## src/hdl/kwct_pkg.sv

```systemverilog
// Shared constants for the keyed waiter count table.
`default_nettype none
package kwct_pkg;

  localparam int CMD_W    = 2;
  localparam int KEY_W    = 32;
  localparam int COUNT_W  = 16;
  localparam int STATUS_W = 3;

  typedef logic [CMD_W-1:0]    cmd_t;
  typedef logic [COUNT_W-1:0]  count_t;
  typedef logic [STATUS_W-1:0] status_t;

  localparam cmd_t CMD_INC   = 2'd0;
  localparam cmd_t CMD_DEC   = 2'd1;
  localparam cmd_t CMD_QUERY = 2'd2;

  localparam status_t STAT_OK       = 3'd0;
  localparam status_t STAT_CREATED  = 3'd1;
  localparam status_t STAT_REMOVED  = 3'd2;
  localparam status_t STAT_NOTFOUND = 3'd3;
  localparam status_t STAT_FULL     = 3'd4;
  localparam status_t STAT_SAT      = 3'd5;

  localparam count_t COUNT_MAX  = 16'hFFFF;
  localparam count_t COUNT_ZERO = 16'd0;
  localparam count_t COUNT_ONE  = 16'd1;

endpackage
`default_nettype wire

```

## src/hdl/kwct_ram.sv

```systemverilog
// Generic single-write, single-read RAM with registered read data.
`default_nettype none
module kwct_ram #(
  parameter int WIDTH = 48,
  parameter int DEPTH = 16
) (
  input  wire logic                                   clk_i,
  input  wire logic                                   we_i,
  input  wire logic [((DEPTH > 1) ? $clog2(DEPTH) : 1)-1:0] waddr_i,
  input  wire logic [WIDTH-1:0]                       wdata_i,
  input  wire logic [((DEPTH > 1) ? $clog2(DEPTH) : 1)-1:0] raddr_i,
  output logic      [WIDTH-1:0]                       rdata_o
);

  logic [WIDTH-1:0] mem_q [DEPTH];

  always_ff @(posedge clk_i) begin
    if (we_i) begin
      mem_q[waddr_i] <= wdata_i;
    end
    rdata_o <= mem_q[raddr_i];
  end

endmodule
`default_nettype wire

```

## src/hdl/keyed_waiter_count_table.sv

```systemverilog
// Keyed waiter count table: top level with scan sequencer and slot storage.
// One request at a time: in_stall_o is high through scan and write-back. The slot RAM
//   is read one slot a cycle through a single key comparator; write-back updates the slot.
// The next input beat is taken while a finished result still waits in the output register.
// Reset (rst_ni low, async): all slots invalid, sequencer idle, no result pending.
`default_nettype none
module keyed_waiter_count_table #(
  parameter int ENTRIES  = 16,
  parameter int KEY_BITS = 32
) (
  input  wire logic              clk_i,
  input  wire logic              rst_ni,
  // request channel
  input  wire logic              in_valid_i,
  output logic                   in_stall_o,
  input  wire kwct_pkg::cmd_t    cmd_i,
  input  wire logic [31:0]       key_i,
  // result channel
  output logic                   out_valid_o,
  input  wire logic              out_stall_i,
  output kwct_pkg::count_t       count_o,
  output kwct_pkg::status_t      status_o
);
  import kwct_pkg::*;

  // Stored key width: keys are 32-bit beats masked to KEY_BITS.
  localparam int KW = (KEY_BITS < KEY_W) ? KEY_BITS : KEY_W;
  localparam int IW = (ENTRIES > 1) ? $clog2(ENTRIES) : 1;
  localparam int CW = $clog2(ENTRIES + 1);
  localparam int RW = KW + COUNT_W;

  // Sequencer states.
  localparam logic [1:0] S_IDLE = 2'd0;
  localparam logic [1:0] S_SCAN = 2'd1;
  localparam logic [1:0] S_WB   = 2'd2;

  logic [1:0]         state_q, state_d;
  cmd_t               cmd_q;
  logic [KW-1:0]      key_q;
  logic [CW-1:0]      cnt_q, cnt_d;          // next slot to read
  logic               rd_vld_q, rd_vld_d;    // RAM data valid this cycle
  logic [IW-1:0]      rd_idx_q;              // slot that the RAM data belongs to
  logic               hit_q, hit_d;
  logic [IW-1:0]      hit_idx_q, hit_idx_d;
  count_t             hit_cnt_q, hit_cnt_d;
  logic               free_q, free_d;
  logic [IW-1:0]      free_idx_q, free_idx_d;
  logic [ENTRIES-1:0] valid_q, valid_d;
  logic               out_valid_q;
  count_t             count_q;
  status_t            status_q;

  logic               accept;
  logic               issue;
  logic               wb_go;
  logic [RW-1:0]      rdata;
  logic [KW-1:0]      rd_key;
  count_t             rd_cnt;
  logic               slot_v;

  // write-back results
  count_t             res_count;
  status_t            res_status;
  logic               wr_en;
  logic [IW-1:0]      wr_idx;
  count_t             wr_cnt;
  logic               set_v;
  logic               clr_v;

  assign accept = in_valid_i && (state_q == S_IDLE);
  assign issue  = (state_q == S_SCAN) && (cnt_q < CW'(ENTRIES));
  assign wb_go  = (state_q == S_WB) && (!out_valid_q || !out_stall_i);

  assign rd_key = rdata[RW-1:COUNT_W];
  assign rd_cnt = rdata[COUNT_W-1:0];
  assign slot_v = valid_q[rd_idx_q];

  // Key and count of every slot share one RAM word.
  kwct_ram #(
    .WIDTH (RW),
    .DEPTH (ENTRIES)
  ) u_slot_ram (
    .clk_i   (clk_i),
    .we_i    (wr_en),
    .waddr_i (wr_idx),
    .wdata_i ({key_q, wr_cnt}),
    .raddr_i (cnt_q[IW-1:0]),
    .rdata_o (rdata)
  );

  // Scan: one slot per cycle through the comparator; first match and first
  // free slot are latched.
  always_comb begin
    state_d    = state_q;
    cnt_d      = cnt_q;
    rd_vld_d   = issue;
    hit_d      = hit_q;
    hit_idx_d  = hit_idx_q;
    hit_cnt_d  = hit_cnt_q;
    free_d     = free_q;
    free_idx_d = free_idx_q;
    unique case (state_q)
      S_IDLE: begin
        if (accept) begin
          state_d = S_SCAN;
          cnt_d   = '0;
          hit_d   = 1'b0;
          free_d  = 1'b0;
        end
      end
      S_SCAN: begin
        if (issue) begin
          cnt_d = cnt_q + CW'(1);
        end
        if (rd_vld_q) begin
          if (slot_v && (rd_key == key_q) && !hit_q) begin
            hit_d     = 1'b1;
            hit_idx_d = rd_idx_q;
            hit_cnt_d = rd_cnt;
          end
          if (!slot_v && !free_q) begin
            free_d     = 1'b1;
            free_idx_d = rd_idx_q;
          end
          if (rd_idx_q == IW'(ENTRIES - 1)) begin
            state_d = S_WB;
          end
        end
      end
      S_WB: begin
        if (wb_go) begin
          state_d = S_IDLE;
        end
      end
      default: begin
        state_d = S_IDLE;
      end
    endcase
  end

  // Write-back: saturating increment, decrement with removal, or lookup.
  always_comb begin
    res_count  = COUNT_ZERO;
    res_status = STAT_NOTFOUND;
    wr_en      = 1'b0;
    wr_idx     = hit_idx_q;
    wr_cnt     = hit_cnt_q;
    set_v      = 1'b0;
    clr_v      = 1'b0;
    unique case (cmd_q)
      CMD_INC: begin
        if (hit_q) begin
          if (hit_cnt_q == COUNT_MAX) begin
            res_status = STAT_SAT;
            res_count  = COUNT_MAX;
          end else begin
            wr_cnt     = hit_cnt_q + COUNT_ONE;
            wr_en      = wb_go;
            res_status = STAT_OK;
            res_count  = wr_cnt;
          end
        end else if (free_q) begin
          wr_idx     = free_idx_q;
          wr_cnt     = COUNT_ONE;
          wr_en      = wb_go;
          set_v      = wb_go;
          res_status = STAT_CREATED;
          res_count  = COUNT_ONE;
        end else begin
          res_status = STAT_FULL;
        end
      end
      CMD_DEC: begin
        if (hit_q) begin
          res_status = STAT_OK;
          if (hit_cnt_q != COUNT_ZERO) begin
            wr_cnt    = hit_cnt_q - COUNT_ONE;
            wr_en     = wb_go;
            res_count = wr_cnt;
            if (wr_cnt == COUNT_ZERO) begin
              clr_v      = wb_go;
              res_status = STAT_REMOVED;
            end
          end
        end
      end
      default: begin
        // query; the unused code behaves the same
        if (hit_q) begin
          res_status = STAT_OK;
          res_count  = hit_cnt_q;
        end
      end
    endcase
  end

  always_comb begin
    valid_d = valid_q;
    if (set_v) begin
      valid_d[wr_idx] = 1'b1;
    end
    if (clr_v) begin
      valid_d[wr_idx] = 1'b0;
    end
  end

  // Control state.
  always_ff @(posedge clk_i or negedge rst_ni) begin
    if (!rst_ni) begin
      state_q     <= S_IDLE;
      cnt_q       <= '0;
      rd_vld_q    <= 1'b0;
      hit_q       <= 1'b0;
      free_q      <= 1'b0;
      valid_q     <= '0;
      out_valid_q <= 1'b0;
    end else begin
      state_q  <= state_d;
      cnt_q    <= cnt_d;
      rd_vld_q <= rd_vld_d;
      hit_q    <= hit_d;
      free_q   <= free_d;
      valid_q  <= valid_d;
      if (wb_go) begin
        out_valid_q <= 1'b1;
      end else if (!out_stall_i) begin
        out_valid_q <= 1'b0;
      end
    end
  end

  // Payload registers.
  always_ff @(posedge clk_i) begin
    if (accept) begin
      cmd_q <= cmd_i;
      key_q <= key_i[KW-1:0];
    end
    rd_idx_q   <= cnt_q[IW-1:0];
    hit_idx_q  <= hit_idx_d;
    hit_cnt_q  <= hit_cnt_d;
    free_idx_q <= free_idx_d;
    if (wb_go) begin
      count_q  <= res_count;
      status_q <= res_status;
    end
  end

  assign in_stall_o  = (state_q != S_IDLE);
  assign out_valid_o = out_valid_q;
  assign count_o     = count_q;
  assign status_o    = status_q;

endmodule
`default_nettype wire

```

## config.mk

```make
export PLATFORM = sky130hd
export DESIGN_NAME = keyed_waiter_count_table
export DESIGN_NICKNAME = d
export VERILOG_FILES = /design/src/hdl/kwct_pkg.sv /design/src/hdl/kwct_ram.sv /design/src/hdl/keyed_waiter_count_table.sv
export SDC_FILE = /design/constraint.sdc
export NUM_CORES = 1
export LEC_CHECK = 0
export BUFFER_PORTS_ARGS = -buffer_cell sky130_fd_sc_hd__buf_2
export CAP_MARGIN = 30
export CORE_MARGIN = 3
export CORE_UTILIZATION = 25
export DETAILED_ROUTE_END_ITERATION = 10
export SLEW_MARGIN = 20
export SYNTH_ARGS = -nofsm -noshare
export SYNTH_HDL_FRONTEND = slang
export SYNTH_SLANG_ARGS = --single-unit
```

## constraint.sdc

```tcl
create_clock -name clk_i -period 9 [get_ports clk_i]
set_clock_uncertainty 0.05 [all_clocks]
set_input_delay 0 -clock clk_i [delete_from_list [all_inputs] [get_ports clk_i]]
set_output_delay 0 -clock clk_i [all_outputs]
set_load 0.02 [all_outputs]
```

; ---- Word-level counts from Yosys, hierarchy flattened
; Memories as Yosys holds them, arrays and structs flattened. A register that Yosys moved wholly into a read port is not among the register bits.
; Index checks and enable logic that the tools add are counted.
; W data, S select, Z words.
[classes]
add_sub_neg = 3
n_lt_le_gt_ge = 4
eq_ne = 14
mux = 61
bitwise_logic = 3
n_reduce_logical = 25
[ops]
columns = op, count
row1 = $mux W16, 12
row2 = $pmux W16 S2, 2
row3 = $eq A32 B32 Y1, 1
row4 = $mux W1, 23
row5 = $add A16 B1 Y16 const B, 1
row6 = $and A16 B16 Y16, 1
row7 = $eq A16 B16 Y1 const B, 1
row8 = $logic_not A16 Y1, 1
row9 = $mux W2, 8
row10 = $not A16 Y16, 1
row11 = $or A16 B16 Y16, 1
row12 = $reduce_bool A16 Y1, 1
row13 = $sub A16 B1 Y16 const B, 1
row14 = $mux W4, 3
row15 = $reduce_and A4 Y1, 3
row16 = $lt A4 B5 Y1 const B, 2
row17 = $mux W5, 2
row18 = $pmux W5 S2, 1
row19 = $mux W3, 3
row20 = $reduce_and A3 Y1, 3
row21 = $ne A2 B1 Y1 const B, 4
row22 = $ne A2 B2 Y1 const B, 4
row23 = $logic_and A1 B1 Y1, 7
row24 = $pmux W1 S2, 3
row25 = 14 further kinds, 21
[word_totals]
reg_bits = 108
ramBits = 768
inputBits = 38
out_inout_bits = 21
wordCells = 126
mem_count = 1
[mem_list]
columns = name, words, width, rd, rd_clocked_by_memory_dff, write_ports, line
row1 = u_slot_ram.mem_q, 16, 48, 1, 1, 1, kwct_ram.sv:15  ; logic [WIDTH-1:0] mem_q [DEPTH];

; ---- Longest topological paths before layout
[logic_depth]
ltp_word = 11
mapped_depth = 12

; ---- By module
; A second synthesis with hierarchy kept.
[hier_totals]
cells_unflattened = 1809
hier_area_um2 = 35635.4
[by_module_without_submodules]
columns = module, instances, cells_per_inst, area_each_um2, seq_area_each_um2
row1 = kwct_ram, 1, 1242, 29691.0, 24023.0
row2 = keyed_waiter_count_table, 1, 567, 5944.5, 3067.9

; ---- Worst setup path before layout
; OpenSTA, ideal clock, no wires.
[synth_path]
path_type = register to register
from = reg state_q[0]
to = mem u_slot_ram.mem_q[10][0], enable pin
setup_time_ns = 0.513
t_arrival_ns = 5.381
t_required_ns = 8.437
path_slack_ns = 3.056
path_stages_with_launch = 6
synth_period_minus_slack_ns = 5.944
path_cell_list = dfrtp_1 -> nand2b_1 -> a21oi_1 -> nand2_4 -> buf_8 -> nor3_1
[synth_via]
elab_chain_cells = 7
word_cells_on_any_way = 10
classes_between = eq/ne: 1 / mux: 8 / reduce/logical: 1
[synth_rtl]
columns = item, line
row1 = from (decl), keyed_waiter_count_table.sv:37  ; logic [1:0] state_q, state_d;
row2 = from (signal assigned), keyed_waiter_count_table.sv:218  ; state_q <= state_d;
row3 = $eq A2 B2 Y1 *, keyed_waiter_count_table.sv:72  ; assign wb_go = (state_q == S_WB) && (!out_valid_q || !out_stall_i);
row4 = $logic_and A1 B1 Y1 *, keyed_waiter_count_table.sv:72
row5 = via wb_go, keyed_waiter_count_table.sv:55  ; logic wb_go;
row6 = $mux W1 (on tied branches), "keyed_waiter_count_table.sv:176, keyed_waiter_count_table.sv:153, keyed_waiter_count_table.sv:162"
row7 = $mux W1 (on tied branches), "keyed_waiter_count_table.sv:174, keyed_waiter_count_table.sv:152"
row8 = $pmux W1 S2 *, keyed_waiter_count_table.sv:150  ; unique case (cmd_q)
row9 = $mux W1 *, kwct_ram.sv:18  ; if (we_i) begin
row10 = $mux W1 (implied by the code) *, kwct_ram.sv:19  ; mem_q[waddr_i] <= wdata_i;
row11 = to (decl), kwct_ram.sv:15
; Mark *: on every way through the listed nets, which the timed path passes. The rest lies on a longest branch.

; ---- Worst setup path after layout
[layout_path]
from = reg hit_cnt_q[0]
to = mem u_slot_ram.mem_q[15][30], enable pin
[layout_via]
elab_chain_cells = 6
word_cells_on_any_way = 9
classes_between = eq/ne: 1 / mux: 7 / reduce/logical: 1
[layout_rtl]
columns = item, line
row1 = from (decl), keyed_waiter_count_table.sv:45  ; count_t hit_cnt_q, hit_cnt_d;
row2 = from (signal assigned), keyed_waiter_count_table.sv:240  ; hit_cnt_q <= hit_cnt_d;
row3 = $eq A16 B16 Y1 or $reduce_bool A16 Y1 (tied branches), "keyed_waiter_count_table.sv:153, keyed_waiter_count_table.sv:176"
row4 = $mux W1 (on tied branches), "keyed_waiter_count_table.sv:153, keyed_waiter_count_table.sv:176"
row5 = $mux W1 (on tied branches), "keyed_waiter_count_table.sv:152, keyed_waiter_count_table.sv:174"
row6 = $pmux W1 S2 *, keyed_waiter_count_table.sv:150
row7 = $mux W1 *, kwct_ram.sv:18
row8 = $mux W1 (implied by the code) *, kwct_ram.sv:19
; Every way passes the cells marked *; elsewhere a longest branch is shown, timed or not.

==> results.yml <==
clocking:
  clk_pin_slew_ps: 60
  clock_sinks: 924
  cts_root_buf: "clkbuf_16"
  postCtsResizedCells: 0
  htreeDepth: 3
  clockBufferDepth: 3
  insertion_delay_ps: 670
  postCtsSetupBuffers: 0
  cts_tree: "done"
  numCtsBuffers: 89
logic_synthesis:
  synth_nets: 1733
  synthTopCellsByArea: "edfxtp_1 (71%), mux4_2 (15%), dfxtp_1 (2.9%)"
  synth_ff_type: "edfxtp_1"
  yosysTopAreaCellShare: 0.712
  synth.most_common_cell: "edfxtp_1"
  ys_ff_latch: 924
  yosysWarnings: 0
  synth-async-reset-ratio: 0.0292
  synth_commonest_cells: "edfxtp_1 (845), mux4_2 (245), clkbuf_1 (53), nor2_1 (53)"
  syn_avg_cell_area_um2: 21.1
  synthesis.area_um2: 35700
  synth_top_cell_by_area: "edfxtp_1"
  syn_inst: 1689
  synth-edff-count: 845
  ys_seq_area_frac: 0.760
  synth_cell_types: 73
die:
  initial_core_util: 0.254
  row_count: 137
  ios: 59
  dieWidth_um: 384
  design.die.area_um2: 147000
  core_area_um2: 141000
  die_h_um: 384
setup_path:
  slowest_stage: "nor2_2"
  critPathRequiredTime_ps: 9240
  slowest_delay_ps: 660
  critPathCaptureType: "flop"
  cp.buffers_inverters: 3
  reg2reg_from: "hit_cnt_q[0]"
  crit_path_start: "hit_cnt_q[0]"
  crit_chain: "inv_1, ha_1, or4b_4, nor4_4, nor2_2, or3_4, nand2_4, nor3_2, buf_4, buf_4"
  r2r_slack_ps: 4890
  path_common_cell: "buf_4"
  worstSetupStartpointType: "flop"
  worstPathMaxFanout: 25
  path_delay_family: "simple AND/OR/NAND/NOR gates"
  critPathKind: "flop to flop"
  cp.arrival_ps: 4350
placement:
  gp_congestion: 0.847
  post_dp_cell_area_um2: 38400
  dp_hpwl_um: 44200
  io_buffers: 58
  dpl.cell_count: 3578
sta:
  whs_ps: 22.2
  tightestPinTransition_ps: 986
  period_minus_slack_ps: 4110
  setup_violations: 0
  slew_headroom: 0.342
  fin_crit_sh: 0.457
  hold_viol: 0
  rsz0062_at_grt: "false"
  slew_viol_final: 0
  setup_tns_ps: 0
  fmax_ghz: 0.243
power_and_ir_drop:
  finalPower_w: 0.0114
  peakVddDrop_uv: 240
  p_leak_nw: 13.1
  p_per_area_nw_per_um2: 270
outcome:
  status: "finished, final reports clean"
hold_path:
  hp-class: "primary input to flop"
  hold_start: "key_i[25]"
detailed_routing:
  drt_wl_total_um: 81000
  drt_iter0_markers: 1974
  dr_total_vias: 17500
  ant_nets: 0
  routedWlPerCell_um: 21.3
  drt_pre_antenna_iters: 7
  drc_errors: 0
  viasPerCell: 4.59
global_routing:
  grt_busiest_layer: "met2"
  grt_usage: 0.109
  use_met2: 0.174
  grt_antenna_before_repair: 1
  grt_pass1_wl_um: 120000
  use_met1: 0.154
  grt-ovfl-total: 0
  use_met3: 0.0182
  grt_pass1_vias: 17900
  grt_max_degree: 114
final_layout:
  finalNonFillerCells: 3806
  stdcell_area_um2: 42100
  syn_to_final_growth_pct: 18.1
  antenna-diode-count: 0
  drive_gt1_frac: 0.278
  nets: 1898
run:
  cap_violations: 0
==> metrics by stage <==
step           utilization  worst slack, ps
4_1_cts              0.298             4840
3_3_place_gp         0.272             4830
5_1_grt              0.300             4730
2_1_floorplan            -             3060
3_5_place_dp         0.273             4900
6_report             0.300             4890
==> final cells by class <==
cell class | count | area (um^2)
fill | 13500 | 98400
sequential | 924 | 27100
multi-input combinational | 658 | 8190
clock buffer | 119 | 2400
tap | 1876 | 2350
timing repair buffer | 165 | 1450
clock inverter | 48 | 567
inverter | 16 | 60.1
==> state kept, by name, indices dropped and copies added, names as in the netlist, 2 cells and up <==
| name | flops |
|---|---|
| status_o | 3 |
| free_idx_q | 4 |
| u_slot_ram.mem_q | 768 |
| u_slot_ram.rdata_o | 48 |
| hit_idx_q | 4 |
| cmd_q | 2 |
| state_q | 2 |
| hit_cnt_q | 16 |
| key_q | 32 |
| valid_q | 16 |
| rd_idx_q | 4 |
| cnt_q | 5 |
| count_o | 16 |
==> cells in the final DEF (no fill, tap or decap), types with 19 or more instances in the layout <==
cell type,synthesis,layout
edfxtp_1,845,845
mux4_2,245,245
clkbuf_16,0,90
buf_2,29,61
nand2_1,52,52
nor2_1,53,52
dfxtp_1,52,52
dlygate4sd3_1,0,49
a21oi_1,48,47
buf_4,1,39
xor2_1,33,33
clkbuf_1,53,25
dfrtp_1,27,23
a31oi_1,23,20
o21ai_0,19,19
==> metal layers <==
layer  vias to the layer above  share of wire
met4                         0          0.019
met1                      9327           0.44
li1                       7358              -
met5                         -              0
met2                       660           0.48
met3                       133          0.060
==> kinds of logic (layout without fill, tap and decap cells) <==
group	count (synthesis)	in the layout	share of synthesized area
flip-flops	924	924	0.760
multiplexers	246	246	0.155
AND/OR/NAND/NOR	222	222	0.0336
AO/OA/AOI/OAI	141	141	0.0252
buffers and inverters	107	348	0.0138
XOR/XNOR	43	43	0.0106
adder cells (fa/ha/maj)	6	6	0.00211
==> worst paths after layout <==
check,end,cells past startpoint
worst max-delay path,u_slot_ram.mem_q[15][30],10
worst min register to register,hit_cnt_q[7],0
worst min-delay path,key_q[25],2
worst max register to register,u_slot_ram.mem_q[15][30],10
max in group asynchronous,cnt_q[3],4
min in group asynchronous,valid_q[7],4
==> repair_timing <==
item | in CTS | in global routing
hold buffers | 50 | 0
endpoints found under the setup margin | 0 | 0
endpoints found under the hold margin | 84 | 0
==> where the power goes <==
part           leakage (nW)  total [W]  switching (W)  internal, W
Sequential             8.40    0.00528       0.000285      0.00499
Combinational          3.30    0.00235        0.00110      0.00125
Clock                  1.44    0.00374        0.00161      0.00213
Total                  13.1     0.0114        0.00299      0.00838
Power figures use the tool's default switching activity.
